$ cat config.mk
export PLATFORM = sky130hd
export DESIGN_NAME = sliding_window_median_filter_unit
export DESIGN_NICKNAME = d
export VERILOG_FILES = /design/src/rtl/smf_pkg.sv /design/src/rtl/smf_cell.sv /design/src/rtl/sliding_window_median_filter_unit.sv
export SDC_FILE = /design/constraint.sdc
export NUM_CORES = 1
export LEC_CHECK = 0
export BUFFER_PORTS_ARGS = -buffer_cell sky130_fd_sc_hd__buf_2
export CORE_MARGIN = 3
export CORE_UTILIZATION = 40
export CTS_CLUSTER_DIAMETER = 100
export DETAILED_ROUTE_END_ITERATION = 10
export PLACE_DENSITY = 0.52
export SETUP_SLACK_MARGIN = 0.02
export SLEW_MARGIN = 25
export SYNTH_ARGS = -nofsm -noshare
export SYNTH_HDL_FRONTEND = slang
export SYNTH_HIERARCHICAL = 1
export SYNTH_SLANG_ARGS = --single-unit
$ cat constraint.sdc
create_clock -name clk -period 5.9 [get_ports clk]
set_input_delay 1.18 -clock clk [delete_from_list [all_inputs] [get_ports clk]]
set_output_delay 1.18 -clock clk [all_outputs]
set_load 0.01 [all_outputs]
$ cat src/rtl/smf_pkg.sv
// ============================================================================
// smf_pkg
// Shared types and constants for the sliding-window median filter.
// ============================================================================
`default_nettype none

package smf_pkg;

    localparam int SAMPLE_W   = 16;
    localparam int HW_W       = 2;
    localparam int WINDOW_CAP = 15;
    localparam int AGE_W      = $clog2(WINDOW_CAP + 1);
    localparam int LEN_W      = $clog2(WINDOW_CAP + 1) + 1;

    typedef struct packed {
        logic                       vld;
        logic [AGE_W-1:0]           age;
        logic signed [SAMPLE_W-1:0] val;
    } cell_t;

    typedef struct packed {
        logic dp;
        logic below;
    } link_t;

    localparam cell_t EMPTY_CELL = '{vld: 1'b0, age: '0, val: '0};

endpackage

`default_nettype wire

$ cat src/rtl/smf_cell.sv
// ============================================================================
// smf_cell
// One cell of the sorted window chain: holds one sample and its age.
// ============================================================================
`default_nettype none

module smf_cell (
    input  wire                                  clk,
    input  wire                                  rst_n,
    input  wire                                  load,
    input  wire                                  flush,
    input  wire                                  restart,
    input  wire logic signed [smf_pkg::SAMPLE_W-1:0] sample,
    input  wire logic [smf_pkg::AGE_W-1:0]       last_age,
    input  wire smf_pkg::cell_t                  left,
    input  wire smf_pkg::cell_t                  right,
    input  wire                                  le_right,
    input  wire smf_pkg::link_t                  link_left,
    output smf_pkg::cell_t                       cur,
    output logic                                 le,
    output smf_pkg::link_t                       link,
    output smf_pkg::cell_t                       nxt,
    output logic                                 held
);

    smf_pkg::cell_t cell_reg;
    smf_pkg::cell_t cell_next;
    smf_pkg::cell_t e_here;
    smf_pkg::cell_t e_left;
    logic           del;

    always_comb
    begin
        cur     = cell_reg;
        cur.vld = cell_reg.vld & ~restart;
        del     = cur.vld && (cur.age == last_age);
        le      = cur.vld && !del && ($signed(cur.val) <= $signed(sample));
        link.dp    = del | link_left.dp;
        link.below = link.dp ? le_right : le;

        e_here     = link.dp ? right : cur;
        e_here.age = smf_pkg::AGE_W'(e_here.age + 1'b1);
        e_left     = link_left.dp ? cur : left;
        e_left.age = smf_pkg::AGE_W'(e_left.age + 1'b1);

        if (link.below)
        begin
            cell_next = e_here;
        end
        else if (link_left.below)
        begin
            cell_next.vld = 1'b1;
            cell_next.age = '0;
            cell_next.val = sample;
        end
        else
        begin
            cell_next = e_left;
        end
        nxt  = cell_next;
        held = cell_reg.vld;
    end

    always_ff @(posedge clk or negedge rst_n)
    begin
        if (!rst_n)
        begin
            cell_reg <= smf_pkg::EMPTY_CELL;
        end
        else if (flush)
        begin
            cell_reg.vld <= 1'b0;
        end
        else if (load)
        begin
            cell_reg <= cell_next;
        end
    end

endmodule

`default_nettype wire

$ cat src/rtl/sliding_window_median_filter_unit.sv
// ============================================================================
// sliding_window_median_filter_unit
// Running median over the last 3, 5 or 7 signed 16-bit samples.
// ============================================================================
// Usage:
//   Input channel: smp_valid / smp_stall carry one word of restart and
//   sample. Output channel: med_valid / med_stall carry the median.
//   A word moves at a rising edge with valid high and stall low.
//   The median is registered: the median of a sample accepted at one
//   edge is offered from the next cycle. One sample per cycle is sustained
//   while med_stall is low; the figure is set by the chain of sorted cells,
//   which drops the oldest sample and inserts the new one in one update,
//   with the median read from the cell at half the fill count.
//   While med_valid is high and med_stall is high, smp_stall is high and
//   the pending median holds.
//   half_window_we writes the window length (2*half_window+1, zero reads as
//   one) and empties the window; write it only while idle.
//   Reset empties the window, sets half_window to 1 and drops med_valid.
//   restart empties the window before its sample is stored.
// ============================================================================
`default_nettype none

module sliding_window_median_filter_unit #(
    parameter int MAX_WINDOW = 7
) (
    input  wire                                       clk,
    input  wire                                       rst_n,
    input  wire                                       half_window_we,
    input  wire logic [smf_pkg::HW_W-1:0]             half_window_wdata,
    input  wire                                       smp_valid,
    output logic                                      smp_stall,
    input  wire                                       restart,
    input  wire logic signed [smf_pkg::SAMPLE_W-1:0]  sample,
    output logic                                      med_valid,
    input  wire                                       med_stall,
    output logic signed [smf_pkg::SAMPLE_W-1:0]       median
);

    localparam int CNT_W = $clog2(MAX_WINDOW + 1);
    localparam int IDX_W = $clog2(MAX_WINDOW);

    logic [smf_pkg::HW_W-1:0]            hw_reg;
    logic [CNT_W-1:0]                    fill_reg;
    logic [CNT_W-1:0]                    fill_next;
    logic                                med_valid_reg;
    logic                                med_valid_next;
    logic signed [smf_pkg::SAMPLE_W-1:0] median_reg;
    logic signed [smf_pkg::SAMPLE_W-1:0] median_next;

    logic [smf_pkg::HW_W-1:0]  hw_eff;
    logic [smf_pkg::LEN_W-1:0] len_wide;
    logic [CNT_W-1:0]          win_len;
    logic [smf_pkg::AGE_W-1:0] last_age;
    logic [IDX_W-1:0]          med_idx;
    logic                      accept;

    smf_pkg::cell_t cur_a   [MAX_WINDOW];
    smf_pkg::cell_t nxt_a   [MAX_WINDOW];
    smf_pkg::cell_t left_a  [MAX_WINDOW];
    smf_pkg::cell_t right_a [MAX_WINDOW];
    smf_pkg::link_t link_a  [MAX_WINDOW];
    smf_pkg::link_t lin_a   [MAX_WINDOW];
    logic [MAX_WINDOW-1:0] le_a;
    logic [MAX_WINDOW-1:0] le_in_a;
    logic [MAX_WINDOW-1:0] held_a;

    always_comb
    begin
        hw_eff   = (hw_reg == '0) ? smf_pkg::HW_W'(1) : hw_reg;
        len_wide = smf_pkg::LEN_W'({hw_eff, 1'b1});
        if (len_wide > smf_pkg::LEN_W'(MAX_WINDOW))
        begin
            len_wide = smf_pkg::LEN_W'(MAX_WINDOW);
        end
        if (!len_wide[0])
        begin
            len_wide = smf_pkg::LEN_W'(len_wide - 1'b1);
        end
        win_len  = CNT_W'(len_wide);
        last_age = smf_pkg::AGE_W'(len_wide - 1'b1);
    end

    assign smp_stall = med_valid_reg & med_stall;
    assign accept    = smp_valid & ~smp_stall;

    always_comb
    begin
        if (restart)
        begin
            fill_next = CNT_W'(1);
        end
        else if (fill_reg >= win_len)
        begin
            fill_next = win_len;
        end
        else
        begin
            fill_next = CNT_W'(fill_reg + 1'b1);
        end
        med_idx     = IDX_W'(fill_next >> 1);
        median_next = nxt_a[med_idx].val;

        if (accept)
        begin
            med_valid_next = 1'b1;
        end
        else
        begin
            med_valid_next = med_valid_reg & med_stall;
        end
    end

    genvar i;
    generate
        for (i = 0; i < MAX_WINDOW; i++)
        begin : g_chain
            if (i == 0)
            begin : g_first
                assign left_a[i] = smf_pkg::EMPTY_CELL;
                assign lin_a[i]  = '{dp: 1'b0, below: 1'b1};
            end
            else
            begin : g_mid
                assign left_a[i] = cur_a[i-1];
                assign lin_a[i]  = link_a[i-1];
            end
            if (i == MAX_WINDOW - 1)
            begin : g_last
                assign right_a[i] = smf_pkg::EMPTY_CELL;
                assign le_in_a[i] = 1'b0;
            end
            else
            begin : g_inner
                assign right_a[i] = cur_a[i+1];
                assign le_in_a[i] = le_a[i+1];
            end

            smf_cell u_cell (
                .clk       (clk),
                .rst_n     (rst_n),
                .load      (accept),
                .flush     (half_window_we),
                .restart   (restart),
                .sample    (sample),
                .last_age  (last_age),
                .left      (left_a[i]),
                .right     (right_a[i]),
                .le_right  (le_in_a[i]),
                .link_left (lin_a[i]),
                .cur       (cur_a[i]),
                .le        (le_a[i]),
                .link      (link_a[i]),
                .nxt       (nxt_a[i]),
                .held      (held_a[i])
            );
        end
    endgenerate

    always_ff @(posedge clk or negedge rst_n)
    begin
        if (!rst_n)
        begin
            hw_reg        <= smf_pkg::HW_W'(1);
            fill_reg      <= '0;
            med_valid_reg <= 1'b0;
        end
        else
        begin
            med_valid_reg <= med_valid_next;
            if (half_window_we)
            begin
                hw_reg   <= half_window_wdata;
                fill_reg <= '0;
            end
            else if (accept)
            begin
                fill_reg <= fill_next;
            end
        end
    end

    always_ff @(posedge clk)
    begin
        if (accept)
        begin
            median_reg <= median_next;
        end
    end

    assign med_valid = med_valid_reg;
    assign median    = median_reg;

    a_fill_bound: assert property (@(posedge clk) disable iff (!rst_n)
        fill_reg <= win_len)
        else $error("fill count beyond window length");

    a_fill_cells: assert property (@(posedge clk) disable iff (!rst_n)
        $countones(held_a) == fill_reg)
        else $error("held cells disagree with fill count");

    a_cfg_empty: assert property (@(posedge clk) disable iff (!rst_n)
        half_window_we |=> (fill_reg == '0) && (held_a == '0))
        else $error("window not emptied by register write");

    a_accept_out: assert property (@(posedge clk) disable iff (!rst_n)
        accept |=> med_valid)
        else $error("accepted sample gave no median");

endmodule

`default_nettype wire
==> results.txt <==
status - finished clean
crit share post-route - 81.4%
clk_skew - 0.0140 ns
clk_lat worst skew - 0.50 ns
synth warn - 6
Reg clk slew, reported paths - 0.07 ns
total CTS buffers - 17
R2R Setup Slk - 1.09 ns
Pleak - 8.05 nW
HPWL after DPL - 36900 µm
TritonCTS Sinks - 169
fin. max-slew vios - 0
DRC - 0
FF+latch area - 0.00431 mm²
pwr dens - 386 mW/mm²
Setup Viol. Count Final - 0
Final min period - 4.81 ns
Pre-antenna DRT Iters - 5
share of post-route cells with drive strength above 1 - 13.7%
FP Rows - 75
vias in the first global route - 15.2k
Clock power frac - 17.7%
GRT Total Usage - 22.3%
Max-Cap Viols - 0
mapped cell area - 0.0172 mm²
syn avg cell area - 8.12 µm²
sequential fraction of design power - 32.8%
Die X - 213 µm
Core Footprint - 0.0421 mm²
WP data arrival - 5.18 ns
drt wl/cell - 18.2 µm
worst-margin pin slew - 0.972 ns
Antenna diodes - 0
Multi-input gate area - 0.0119 mm²
Logic pwr share - 49.5%
WP data required - 6.28 ns
area grow syn2layout - 8.64%
die area - 0.0454 mm²
CTS tree - done
Initial Util - 40.8%
Die H - 213 µm
IR drop worst, VDD - 0.227 mV
vias - 15.2k
1st-iter DRT viols - 809
wirelength, routed - 49200 µm
CTS Buffer Depth - 2
grt ovf - 0
first-pass GRT wire length - 80900 µm
setup TNS - 0 ns
ANT nets after route - 0
Port-buffer cells - 41
Vias/cell - 5.62
Switching Power - 3.16 mW
Hold-fix buffers, CTS - 0
Worst setup EP type - register
final hold vios - 0
Startpoint Class - register
max reg flops - 140
Sw Share - 44.0%
# fillers - 4252
Power Internal - 4.03 mW
unrepaired setup endpoints after global routing - false
Nets - 2298
clock root buffer - clkbuf_16
worst rel slew slack - 34.7%
synthesized instance count - 2114
H-tree lvl count - 4
Hold Path Class - register to register
postcts setup bufs - 0
post-CTS sizing - 0
peak fanout along the critical path - 28
overall power - 7.19 mW
Placer Congestion - 0.864
initial antenna violation count - 0
type of the worst setup path - register to register
IO Count - 42
Fmax achieved - 0.208 GHz
largest net degree at the start of global routing - 76
[power by group through the flow]
| stage | clock network, mW | registers, mW | logic [mW] |
|---|---|---|---|
| 2_1_floorplan | 0 | 2.10 | 2.87 |
| 3_3_place_gp | 0 | 2.39 | 3.47 |
| 3_5_place_dp | 0 | 2.39 | 3.56 |
| 4_1_cts | 1.32 | 2.37 | 3.57 |
| 5_1_grt | 1.36 | 2.45 | 4.07 |
| 6_report | 1.28 | 2.36 | 3.56 |
[layout by cell type, fill, tap and decap left out, types with 22 or more instances in the layout]
cell type	count
dfrtp_1	152
ha_1	128
nand3_1	52
a311oi_1	22
buf_2	40
o21ai_0	113
nor2_1	367
mux2i_1	147
buf_4	42
a21oi_1	170
nand2_1	99
mux2_2	131
nor2b_1	39
inv_1	150
conb_1	66
xor2_1	49
a211oi_1	112
[cell type report]
| class | instances | area share, % |
|---|---|---|
| clock inverters | 6 | 0.577 |
| well taps | 539 | 3.62 |
| inverters | 151 | 3.04 |
| clock buffers | 26 | 2.84 |
| multi-input cells | 1720 | 63.6 |
| flip-flops and latches | 169 | 23.1 |
| repair buffers | 87 | 3.25 |
[per-layer routing]
metal,track usage [%],part of all wire (%),vias to the layer above
met4,6.91,2.1,0
li1,-,-,7501
met3,3.60,3.1,53
met5,0,0,-
met1,29.4,47,7382
met2,37.6,48,230
[path summary, 6_finish.rpt]
| kind | startpoint | endpoint | depth (start not counted) |
|---|---|---|---|
| max in group asynchronous | rst_n | g_chain[5].u_cell/cur[3]$_DFFE_PN0P_ | 2 |
| min reg2reg | g_chain[6].u_cell/held$_DFFE_PN0P_ | g_chain[6].u_cell/held$_DFFE_PN0P_ | 1 |
| min | g_chain[6].u_cell/held$_DFFE_PN0P_ | g_chain[6].u_cell/held$_DFFE_PN0P_ | 1 |
| max | hw_reg[1]$_DFFE_PN0P_ | g_chain[6].u_cell/cur[17]$_DFFE_PN0P_ | 23 |
| min in group asynchronous | rst_n | g_chain[6].u_cell/cur[9]$_DFFE_PN0P_ | 1 |
| max reg2reg | hw_reg[1]$_DFFE_PN0P_ | g_chain[6].u_cell/cur[17]$_DFFE_PN0P_ | 23 |
[worst max-delay path, stage by stage (launching register included)]
cell       delay [ns]
dfrtp_1          0.32
buf_4            0.19
nor2b_1          0.27
inv_1            0.25
xor2_1           0.24
nor4_2           0.08
a21oi_2          0.15
inv_1            0.08
a21oi_2          0.14
inv_1            0.08
a21oi_2          0.12
inv_1            0.07
a21oi_2          0.12
inv_1            0.07
a21oi_2          0.31
inv_1            0.12
a21oi_2          0.31
inv_1            0.07
buf_4            0.27
nor3_1           0.41
nand4bb_1        0.21
nand2_2          0.19
mux2_1           0.33
mux2_2           0.26
[through the flow]
step	cell area, µm²	cells	util, %	hold WS (ns)	setup WS (ns)
floorplan	17400	2178	-	0.467	0.274
global placement	18000	2666	42.7	0.524	0.799
detailed placement	18000	2666	42.8	0.518	0.734
CTS	18700	2698	44.3	0.541	1.06
global route	18700	2698	44.3	0.578	0.572
finish	18700	2698	44.3	0.550	1.09
Note: power is estimated with default switching activity, not from simulation.
